File: config.mk
export PLATFORM = sky130hd
export DESIGN_NAME = maze_turn_path_simplifier_core
export DESIGN_NICKNAME = d
export VERILOG_FILES = /design/src/rtl/mtps_pkg.sv /design/src/rtl/mtps_ctrl.sv /design/src/rtl/mtps_datapath.sv /design/src/rtl/maze_turn_path_simplifier_core.sv
export SDC_FILE = /design/constraint.sdc
export NUM_CORES = 1
export LEC_CHECK = 0
export ABC_AREA = 0
export BUFFER_PORTS_ARGS = -buffer_cell sky130_fd_sc_hd__buf_2
export CAP_MARGIN = 25
export CORE_AREA = 8 8 213 215
export CTS_CLUSTER_DIAMETER = 100
export DETAILED_ROUTE_END_ITERATION = 16
export DIE_AREA = 0 0 221 223
export HOLD_SLACK_MARGIN = 0.06
export MAX_ROUTING_LAYER = met4
export PLACE_DENSITY = 0.74
export REMOVE_ABC_BUFFERS = 1
export SLEW_MARGIN = 20
export SYNTH_ARGS = -nofsm -noshare
export SYNTH_HDL_FRONTEND = slang
export SYNTH_SLANG_ARGS = --single-unit
File: constraint.sdc
create_clock -name clk_i -period 14.5 [get_ports clk_i]
set_input_delay 0 -clock clk_i [delete_from_list [all_inputs] [get_ports clk_i]]
set_output_delay 0 -clock clk_i [all_outputs]
set_load 0.01 [all_outputs]
File: src/rtl/mtps_pkg.sv
`default_nettype none
// ----------------------------------------------------------------------------
// mtps_pkg
// Shared types and codes for the maze turn path simplifier.
// ----------------------------------------------------------------------------
package mtps_pkg;

  // Operation codes carried on the input channel.
  typedef enum logic [1:0] {
    OP_PUSH  = 2'd0,
    OP_READ  = 2'd1,
    OP_CLEAR = 2'd2
  } op_e;

  // Turn symbols as stored in the path memory.
  typedef enum logic [1:0] {
    TURN_L = 2'd0,
    TURN_S = 2'd1,
    TURN_R = 2'd2,
    TURN_U = 2'd3
  } turn_e;

  // Result status codes.
  typedef enum logic [1:0] {
    ST_OK    = 2'd0,
    ST_FULL  = 2'd1,
    ST_RANGE = 2'd2
  } status_e;

  // Controller states.
  typedef enum logic {
    CS_IDLE = 1'b0,
    CS_EXEC = 1'b1
  } ctrl_state_e;

  // Commands from the controller to the datapath.
  typedef struct packed {
    logic issue;   // Capture the operation and start the memory access.
    logic retire;  // Finish the operation and load the result register.
  } ctrl_cmd_t;

endpackage : mtps_pkg
`default_nettype wire

File: src/rtl/mtps_ctrl.sv
`default_nettype none
// ----------------------------------------------------------------------------
// mtps_ctrl
// Two-state sequencer and output valid flag for the path simplifier.
// ----------------------------------------------------------------------------
module mtps_ctrl (
  input  wire logic               clk_i,
  input  wire logic               rst_ni,
  input  wire logic               in_valid_i,
  output logic                    in_ready_o,
  output logic                    out_valid_o,
  input  wire logic               out_ready_i,
  output mtps_pkg::ctrl_cmd_t     cmd_o
);
  import mtps_pkg::*;

  ctrl_state_e state_q, state_d;
  logic        out_valid_q, out_valid_d;

  always_ff @(posedge clk_i or negedge rst_ni) begin
    if (!rst_ni) begin
      state_q     <= CS_IDLE;
      out_valid_q <= 1'b0;
    end else begin
      state_q     <= state_d;
      out_valid_q <= out_valid_d;
    end
  end

  always_comb begin
    state_d      = state_q;
    out_valid_d  = out_valid_q;
    in_ready_o   = 1'b0;
    cmd_o.issue  = 1'b0;
    cmd_o.retire = 1'b0;
    if (out_valid_q && out_ready_i) begin
      out_valid_d = 1'b0;
    end
    case (state_q)
      CS_IDLE: begin
        in_ready_o  = 1'b1;
        cmd_o.issue = in_valid_i;
        if (in_valid_i) begin
          state_d = CS_EXEC;
        end
      end
      CS_EXEC: begin
        // The result waits here until the output register is free.
        if (!out_valid_q || out_ready_i) begin
          cmd_o.retire = 1'b1;
          out_valid_d  = 1'b1;
          state_d      = CS_IDLE;
        end
      end
      default: begin
        state_d = CS_IDLE;
      end
    endcase
  end

  assign out_valid_o = out_valid_q;

endmodule : mtps_ctrl
`default_nettype wire

File: src/rtl/mtps_datapath.sv
`default_nettype none
// ----------------------------------------------------------------------------
// mtps_datapath
// Path memory, length counter, cached top entry and result register.
// ----------------------------------------------------------------------------
module mtps_datapath #(
  parameter int PATH_DEPTH = 256
) (
  input  wire logic                clk_i,
  input  wire logic                rst_ni,
  input  wire mtps_pkg::ctrl_cmd_t cmd_i,
  input  wire logic [1:0]          op_i,
  input  wire logic [1:0]          turn_i,
  input  wire logic [7:0]          index_i,
  output logic [8:0]               path_length_o,
  output logic [1:0]               entry_o,
  output logic [1:0]               status_o
);
  import mtps_pkg::*;

  localparam int AW = (PATH_DEPTH > 1) ? $clog2(PATH_DEPTH) : 1;
  localparam int CW = $clog2(PATH_DEPTH + 1);
  localparam int IW = (CW > 8) ? CW : 8;

  logic [1:0]    mem [PATH_DEPTH];

  logic [CW-1:0] count_q, count_d;
  logic [1:0]    top_q, top_d;
  logic [1:0]    op_q, turn_q, rdata_q;
  logic          full_q, hit_q;
  logic [8:0]    path_length_q, path_length_d;
  logic [1:0]    entry_q, entry_d;
  logic [1:0]    status_q, status_d;

  logic [IW-1:0] idx_ext, cnt_ext;
  logic [AW-1:0] rd_addr, wr_addr;
  logic          wr_en;
  logic [1:0]    wr_data;
  logic          full_now;
  logic [1:0]    sum_qt, merged;

  // Turn code to quarter turns (S=0, R=1, U=2, L=3) and back.
  function automatic logic [1:0] quarters_of(input logic [1:0] code);
    return code + 2'd3;
  endfunction

  function automatic logic [1:0] code_of(input logic [1:0] quarters);
    return quarters + 2'd1;
  endfunction

  assign idx_ext  = IW'(index_i);
  assign cnt_ext  = IW'(count_q);
  assign full_now = (count_q == CW'(PATH_DEPTH));
  assign rd_addr  = (op_i == OP_READ) ? AW'(idx_ext) : AW'(count_q - CW'(2));

  // The top entry is always a U-turn when a collapse happens.
  assign sum_qt = quarters_of(turn_q) + quarters_of(TURN_U) + quarters_of(rdata_q);
  assign merged = code_of(sum_qt);

  always_comb begin
    count_d       = count_q;
    top_d         = top_q;
    path_length_d = path_length_q;
    entry_d       = entry_q;
    status_d      = status_q;
    wr_en         = 1'b0;
    wr_addr       = AW'(count_q);
    wr_data       = turn_i;
    if (cmd_i.issue && (op_i == OP_PUSH) && !full_now) begin
      wr_en = 1'b1;
    end
    if (cmd_i.retire) begin
      entry_d  = TURN_L;
      status_d = ST_OK;
      case (op_q)
        OP_PUSH: begin
          if (full_q) begin
            status_d = ST_FULL;
          end else if ((count_q >= CW'(2)) && (top_q == TURN_U)) begin
            wr_en   = 1'b1;
            wr_addr = AW'(count_q - CW'(2));
            wr_data = merged;
            count_d = count_q - CW'(1);
            top_d   = merged;
          end else begin
            count_d = count_q + CW'(1);
            top_d   = turn_q;
          end
        end
        OP_READ: begin
          if (hit_q) begin
            entry_d = rdata_q;
          end else begin
            status_d = ST_RANGE;
          end
        end
        OP_CLEAR: begin
          count_d = '0;
        end
        default: begin
          count_d = count_q;
        end
      endcase
      path_length_d = 9'(count_d);
    end
  end

  always_ff @(posedge clk_i or negedge rst_ni) begin
    if (!rst_ni) begin
      count_q <= '0;
    end else begin
      count_q <= count_d;
    end
  end

  always_ff @(posedge clk_i) begin
    if (cmd_i.issue) begin
      op_q    <= op_i;
      turn_q  <= turn_i;
      full_q  <= full_now;
      hit_q   <= (idx_ext < cnt_ext);
      rdata_q <= mem[rd_addr];
    end
    top_q         <= top_d;
    path_length_q <= path_length_d;
    entry_q       <= entry_d;
    status_q      <= status_d;
  end

  always_ff @(posedge clk_i) begin
    if (wr_en) begin
      mem[wr_addr] <= wr_data;
    end
  end

  assign path_length_o = path_length_q;
  assign entry_o       = entry_q;
  assign status_o      = status_q;

endmodule : mtps_datapath
`default_nettype wire

File: src/rtl/maze_turn_path_simplifier_core.sv
`default_nettype none
// ----------------------------------------------------------------------------
// maze_turn_path_simplifier_core
// Stack of maze turns that collapses a turn, U-turn, turn triple on push.
//
//   Channel  Direction  Handshake               Payload
//   in       input      in_valid_i/in_ready_o   op_i, turn_i, index_i
//   out      output     out_valid_o/out_ready_i path_length_o, entry_o, status_o
//
// On acceptance a pushed turn is written and one registered read of the path
// memory is issued; the operation completes in the execute state, where a
// collapsed turn is written back and the result register is loaded. A finished
// result sits in the output register; the next transfer on the input side may
// be taken while it waits, but that operation stalls in the execute state until
// the output register frees up, and the input is not ready in the meantime.
// Reset empties the path; the memory itself is not cleared.
// ----------------------------------------------------------------------------
module maze_turn_path_simplifier_core #(
  parameter int PATH_DEPTH = 256
) (
  input  wire logic       clk_i,
  input  wire logic       rst_ni,
  input  wire logic       in_valid_i,
  output logic            in_ready_o,
  input  wire logic [1:0] op_i,
  input  wire logic [1:0] turn_i,
  input  wire logic [7:0] index_i,
  output logic            out_valid_o,
  input  wire logic       out_ready_i,
  output logic [8:0]      path_length_o,
  output logic [1:0]      entry_o,
  output logic [1:0]      status_o
);
  import mtps_pkg::*;

  // Commands from the sequencer: issue on the input transfer, retire when
  // the result is loaded into the output register.
  ctrl_cmd_t cmd;

  mtps_ctrl u_ctrl (
    .clk_i       (clk_i),
    .rst_ni      (rst_ni),
    .in_valid_i  (in_valid_i),
    .in_ready_o  (in_ready_o),
    .out_valid_o (out_valid_o),
    .out_ready_i (out_ready_i),
    .cmd_o       (cmd)
  );

  // The datapath holds the path memory, the length, a copy of the top entry
  // so that a push needs only one memory read, and the result register.
  mtps_datapath #(
    .PATH_DEPTH (PATH_DEPTH)
  ) u_datapath (
    .clk_i         (clk_i),
    .rst_ni        (rst_ni),
    .cmd_i         (cmd),
    .op_i          (op_i),
    .turn_i        (turn_i),
    .index_i       (index_i),
    .path_length_o (path_length_o),
    .entry_o       (entry_o),
    .status_o      (status_o)
  );

endmodule : maze_turn_path_simplifier_core
`default_nettype wire
; Word level (Yosys, flattened, before mapping)
; Memory sizes are Yosys's and may differ from the RTL's. A register that Yosys moved wholly into a read port is not among the register bits.
; Cells that the tools add are included.
[word_totals]
ff_bits = 32
latchBits = 0
ram_bits = 512
rom_bits = 0
in_bits = 16
output_inout_bits = 15
word_cells = 73
memories = 1
[memory_table]
columns = name, words, width, rd, rd_ports_with_merged_regs, write_ports, line
row1 = u_datapath.mem, 256, 2, 1, 1, 1, mtps_datapath.sv:25  ; logic [1:0] mem [PATH_DEPTH];
[op_classes]
addsub = 8
mul = 0
div = 0
order_cmp = 2
n_eq_ne = 5
shifts = 0
n_mux = 33
bitwise = 2
n_reduce_logical = 11
[ops]
columns = op, count
row1 = 8-bit 2-to-1 mux, 5
row2 = 9-bit 2-to-1 mux, 2
row3 = 9-bit case mux with 2 select lines, 1
row4 = 1-bit 2-to-1 mux, 17
row5 = 2-bit 2-to-1 mux, 6
row6 = "9-bit by 1-bit adder with 9-bit output, second input constant", 1
row7 = "9-bit equality test, second input constant", 1
row8 = "9-bit by 2-bit >= comparator with 1-bit output, second input constant", 1
row9 = 8-bit by 9-bit less-than comparator with 1-bit output, 1
row10 = "9-bit by 1-bit subtractor with 9-bit output, second input constant", 1
row11 = "8-bit by 2-bit subtractor with 8-bit output, second input constant", 1
row12 = "2-bit adder, second input constant", 3
row13 = "2-bit by 1-bit equality test with 1-bit output, second input constant", 2
row14 = "2-bit equality test, second input constant", 2
row15 = 1-bit logical AND, 4
row16 = 2-bit logical NOT, 2
row17 = 2-bit case mux with 2 select lines, 1
row18 = 3-bit AND reduction, 1
row19 = "2-bit by 1-bit adder with 2-bit output, second input constant", 1
row20 = 2-bit adder, 1
row21 = 1-bit logical NOT, 2
row22 = 1-bit NOT, 2
row23 = 1-bit case mux with 2 select lines, 1
row24 = 2-bit AND reduction, 1
row25 = 1-bit logical OR, 1

; Depth between registers and ports, before layout
[logic_depth]
ltp_word = 10
depth_mapped = 18
mapped_depth_nobuf = 16

; By module
; From an unflattened synthesis, not the netlist that was laid out.
[unflattened]
hier_cells = 1886
hier_area_um2 = 24181.9
[by_module_without_submodules]
columns = mod, n_inst, cells_each, area_each_um2, seq_area_each_um2
row1 = mtps_datapath, 1, 1878, 24088.1, 16290.6
row2 = mtps_ctrl, 1, 8, 93.8, 50.0

; Least setup slack after synthesis
; No wires, ideal clock.
[synth_timing]
kind = register to register
startpoint = register u_datapath.count_q[1], in the netlist u_datapath.cnt_ext[1]
endpoint = memory u_datapath.mem[0][1] (data pin)
setup_time_ns = 2.187
arrival_time_ns = 12.001
required_time_ns = 12.313
setup_slack_ns = 0.313
stages_incl_launch_ff = 11
n_path_buf = 3
synth_period_minus_slack_ns = 14.187
path_cell_list = dfrtp_1 buf_4 inv_1 ha_1 nand2b_1 buf_2 nor4_2 a21oi_1 nand2_1 buf_2 o21ai_0
[synth_via]
elab_chain_cells = 6
[synth_lines]
columns = element, line
row1 = "start, declared", mtps_datapath.sv:27  ; logic [CW-1:0] count_q, count_d;
row2 = "start signal, assigned", mtps_datapath.sv:112  ; count_q <= count_d;
row3 = 9-bit by 2-bit >= comparator with 1-bit output, mtps_datapath.sv:79  ; end else if ((count_q >= CW'(2)) && (top_q == TURN_U)) begin
row4 = 1-bit logical AND, mtps_datapath.sv:79
row5 = 2-bit 2-to-1 mux, mtps_datapath.sv:79
row6 = 2-bit 2-to-1 mux, mtps_datapath.sv:77  ; if (full_q) begin
row7 = 2-bit 2-to-1 mux, mtps_datapath.sv:75  ; case (op_q)
row8 = 2-bit 2-to-1 mux, mtps_datapath.sv:72  ; if (cmd_i.retire) begin
row9 = net u_datapath.wr_data[1], mtps_datapath.sv:38  ; logic [1:0] wr_data;
row10 = "end, declared", mtps_datapath.sv:25
; The timed path passes the listed nets, and every way through them passes these cells.

; Final worst setup path
[layout_timing]
startpoint = register u_datapath.count_q[1], in the netlist u_datapath.cnt_ext[1]
endpoint = memory u_datapath.mem[91][1] (enable)
[layout_via]
elab_chain_cells = 10
elab_cells_between_ends = 17
classes_between = add/sub (1) / order compare (1) / eq/ne (1) / mux (11) / reduce/logical (3)
[layout_lines]
columns = element
row1 = "parallel branches: the longest is 10 deep, another holds 9-bit by 2-bit >= comparator with 1-bit output"
; Several ways; the timed one is not identified.

==> metrics.md <==
| Metric | Value |
|---|---|
| CP Max Fanout | 16 |
| Pre-Repair DR Iteration Count | 5 |
| Setup TNS | 0 ns |
| Port Buffers | 30 |
| Pins Over Slew Limit | 0 |
| Min cycle time layout | 5.56 ns |
| Final worst-path cycle share | 38.3% |
| Clk slew on worst S/H paths | 0.06 ns |
| Layout Skew | 0.0144 ns |
| Average cell area after synthesis | 13.2 um^2 |
| Via Count | 15,400 |
| Finish-stage setup viols | 0 |
| Layout cells sized above 1 | 11.4% |
| Worst path top cell family by delay | simple AND/OR/NAND/NOR gates |
| Leak | 8.42 nW |
| Largest net degree at the start of global routing | 257 |
| Critical Path AT | 5.83 ns |
| CTS sink cnt | 546 |
| Initial Util | 55.7% |
| Filler instances | 3,173 |
| Die H | 223 um |
| Worst slew margin | 24.4% |
| CTS tree | yes |
| Worst VDD drop | 132 uV |
| GR Overflow Total | 0 |
| Status | finished, final reports clean |
| Worst-skew pair later-pin latency | 0.60 ns |
| Hold Path Class | in2reg |
| EDFF count, synth | 535 |
| Placed cell count | 2,279 |
| P per Cell Area | 186 nW/um^2 |
| Max-Cap Viols | 0 |
| Hold EP | u_datapath.hit_q |
| Reg2Reg Setup Slack | 8.94 ns |
| CP cell instances | inv_1 -> ha_1 -> nand2b_1 -> nor4_2 -> a21oi_1 -> nand2_1 -> nor2_1 -> nand2_1 -> o22ai_1 -> nand2_1 -> nor2_1 |
| Maximum clock rate | 180 MHz |
| Core area | 42,300 um^2 |
| RR Startpoint | u_datapath.cnt_ext[1] |
| Clock Tree Buf Depth | 3 |
| Critical Path RT | 14.77 ns |
| Post-synth ARST share | 2.01% |
| Fin cells | 2,381 |
| Synth Instances | 1,789 |
| Site row count | 76 |
| Hold Path Stages | 4 |
| HP Start | index_i[6] |
| Final Power | 4.83 mW |
| Top cell by count, worst path | nand2_1 |
| Bufs and invs on worst path | 1 |
| Yosys cell types | 69 |
| Final Hold Vio Count | 0 |
| R2R cell count | 11 |
| Final wirelength | 61,100 um |
| Ant diodes | 0 |
| Worst-margin pin slew | 1.13 ns |
| Warning count from the yosys run | 0 |
| Critical R2R Capture | u_datapath.mem[91][1] |
| Syn-to-layout area delta | 9.98% |
| Initial DRC count | 2,085 |
| I/O pin total | 31 |
| Clock buffer count from CTS | 53 |
| CTS-repair resized insts | 0 |
| Final net count | 1,835 |
| Top-area cell type share of the netlist area | 68.2% |
| GRT Resource Usage Total | 25.0% |
| First-pass GRT wire length | 90,900 um |
| Mapped Area | 23,600 um^2 |
| DRT antenna net count | 0 |
| Crit. Startpoint | u_datapath.cnt_ext[1] |
| Max incr delay on CP | 0.80 ns |
| RSZ-0062 raised after global routing | false |
| Worst setup SP type | flip-flop |
| Global placer's final weighted congestion | 0.887 |
| Top cells by area, synth | edfxtp_1 68%, nand2_1 4.9%, nor2_1 4.9% |
| Wire per inst | 25.7 um |
| Initial antenna violation count | 0 |
| Synth Flop Type | edfxtp_1 |
| Clock root cell | clkbuf_16 |
| Slowest-stage cell, CP | o22ai_1 |
| Critical Path Sink Type | flip-flop |
| Post-synthesis register bit count | 546 |
| WS Path Type | reg2reg |
| Yosys top cell by area | edfxtp_1 |
| Post-DP HPWL | 34,800 um |
| Die X-Extent | 221 um |
| Die area | 49,300 um^2 |
| Sequential-to-total area share from yosys stat | 69.3% |
| Vias in the first global route | 15,100 |
| # DRC | 0 |
| Via/cell ratio | 6.45 |
| Postcts setup bufs | 0 |
| H-Tree Depth | 2 |
-- power by group --
part	internal, mW	switching (mW)	leakage [nW]
Combinational	0.531	1.18	2.69
Clock	0.714	0.563	0.764
Sequential	1.80	0.0461	4.97
-- synthesized netlist by cell type, types with 13 or more instances --
cell type / n
edfxtp_1: 535
nand2_1: 310
nor2_1: 306
nand3_1: 70
clkbuf_1: 53
mux4_2: 50
buf_2: 43
mux2i_1: 40
a21oi_1: 36
o21ai_0: 33
nand4_1: 28
a32oi_1: 24
a31oi_1: 23
ha_1: 17
a22oi_1: 16
and3_1: 16
inv_1: 13
-- cell type report --
cell class | count | area (um^2) | share of cell area (%)
multi-input cells | 1115 | 6720 | 25.9
flip-flops and latches | 546 | 16300 | 63.0
inverters | 15 | 56.3 | 0.217
clock buffers | 68 | 1400 | 5.42
clock inverters | 21 | 166 | 0.642
well taps | 546 | 683 | 2.64
repair buffers | 70 | 548 | 2.11
-- routing by layer --
| metal | track usage, % | share of wire (%) | vias up |
|---|---|---|---|
| li1 | - | - | 6684 |
| met1 | 31.6 | 38 | 7534 |
| met2 | 38.7 | 46 | 954 |
| met3 | 5.41 | 11 | 179 |
| met4 | 11.5 | 4.7 | 0 |
| met5 | - | 0 | - |
-- through the flow --
step / worst slack [ns] / area [um^2] / hold slack (ns) / util (%)
global placement: 9.11 / 24200 / -0.0981 / 57.1
global route: 8.67 / 25900 / 0.0827 / 61.3
floorplan: 0.188 / 23000 / -0.296 / -
detailed placement: 8.97 / 24200 / -0.104 / 57.2
finish: 8.94 / 25900 / 0.0972 / 61.3
CTS: 8.94 / 25900 / 0.0739 / 61.1
-- sequential cells by signal, summed over array words and instances, names as in the netlist --
signal and count:
u_ctrl.out_valid_o 1, u_ctrl.state_q 1, u_datapath.cnt_ext 9, u_datapath.entry_o 2
u_datapath.full_q 1, u_datapath.hit_q 1, u_datapath.mem 512, u_datapath.op_q 2
u_datapath.path_length_o 9, u_datapath.rdata_q 2, u_datapath.status_o 2, u_datapath.top_q 2
u_datapath.turn_q 2
-- how the worst max path moves through the flow --
| stage | end | slack, ns | cells past startpoint |
|---|---|---|---|
| CTS | u_datapath.mem[136][1] | 8.94 | 11 |
| finish | u_datapath.mem[91][1] | 8.94 | 11 |
| global route | u_datapath.mem[81][1] | 8.67 | 11 |
| global placement | u_datapath.mem[69][0] | 9.11 | 11 |
| detailed placement | u_datapath.mem[11][0] | 8.97 | 11 |
| floorplan | u_datapath.mem[0][0] | 0.19 | 7 |
-- cell families (layout without fill, tap and decap cells) --
family	count (synthesis)	after routing	share of synthesized area (%)
flops	546	546	69.3
xor+xnor	15	15	0.557
fa+ha+maj	18	18	0.987
compound gates	208	208	6.15
mux	93	93	6.62
buf+inv	128	174	2.44
simple gates	781	781	13.9
-- layout by cell type (no fill, tap or decap), types with 4 or more instances in the layout --
| cell | count |
|---|---|
| a21oi_1 | 36 |
| a221oi_1 | 8 |
| a22o_1 | 4 |
| a22oi_1 | 16 |
| a311oi_1 | 12 |
| a31oi_1 | 23 |
| a32oi_1 | 24 |
| and3_1 | 16 |
| buf_12 | 5 |
| buf_2 | 31 |
| buf_4 | 24 |
| clkbuf_1 | 14 |
| clkbuf_16 | 54 |
| clkinv_1 | 9 |
| clkinv_2 | 8 |
| dfrtp_1 | 11 |
| dlygate4sd3_1 | 8 |
| edfxtp_1 | 535 |
| ha_1 | 17 |
| inv_1 | 13 |
| mux2i_1 | 38 |
| mux4_2 | 50 |
| nand2_1 | 309 |
| nand2_2 | 10 |
| nand2b_1 | 7 |
| nand3_1 | 70 |
| nand4_1 | 28 |
| nor2_1 | 306 |
| nor2b_1 | 7 |
| nor3_1 | 11 |
| o21a_1 | 5 |
| o21ai_0 | 30 |
| o21ai_1 | 4 |
| o22ai_1 | 4 |
| xnor2_1 | 12 |
-- worst min-delay path, stage by stage --
cell and delay [ns]:
buf_2 0.13, ha_1 0.20, nor2_1 0.08, a211o_1 0.16
-- timing repair --
action	CTS	global route
endpoints found under the hold margin	29	0
hold buffers	8	0
endpoints found under the setup margin	0	0
Power figures use the tool's default switching activity.
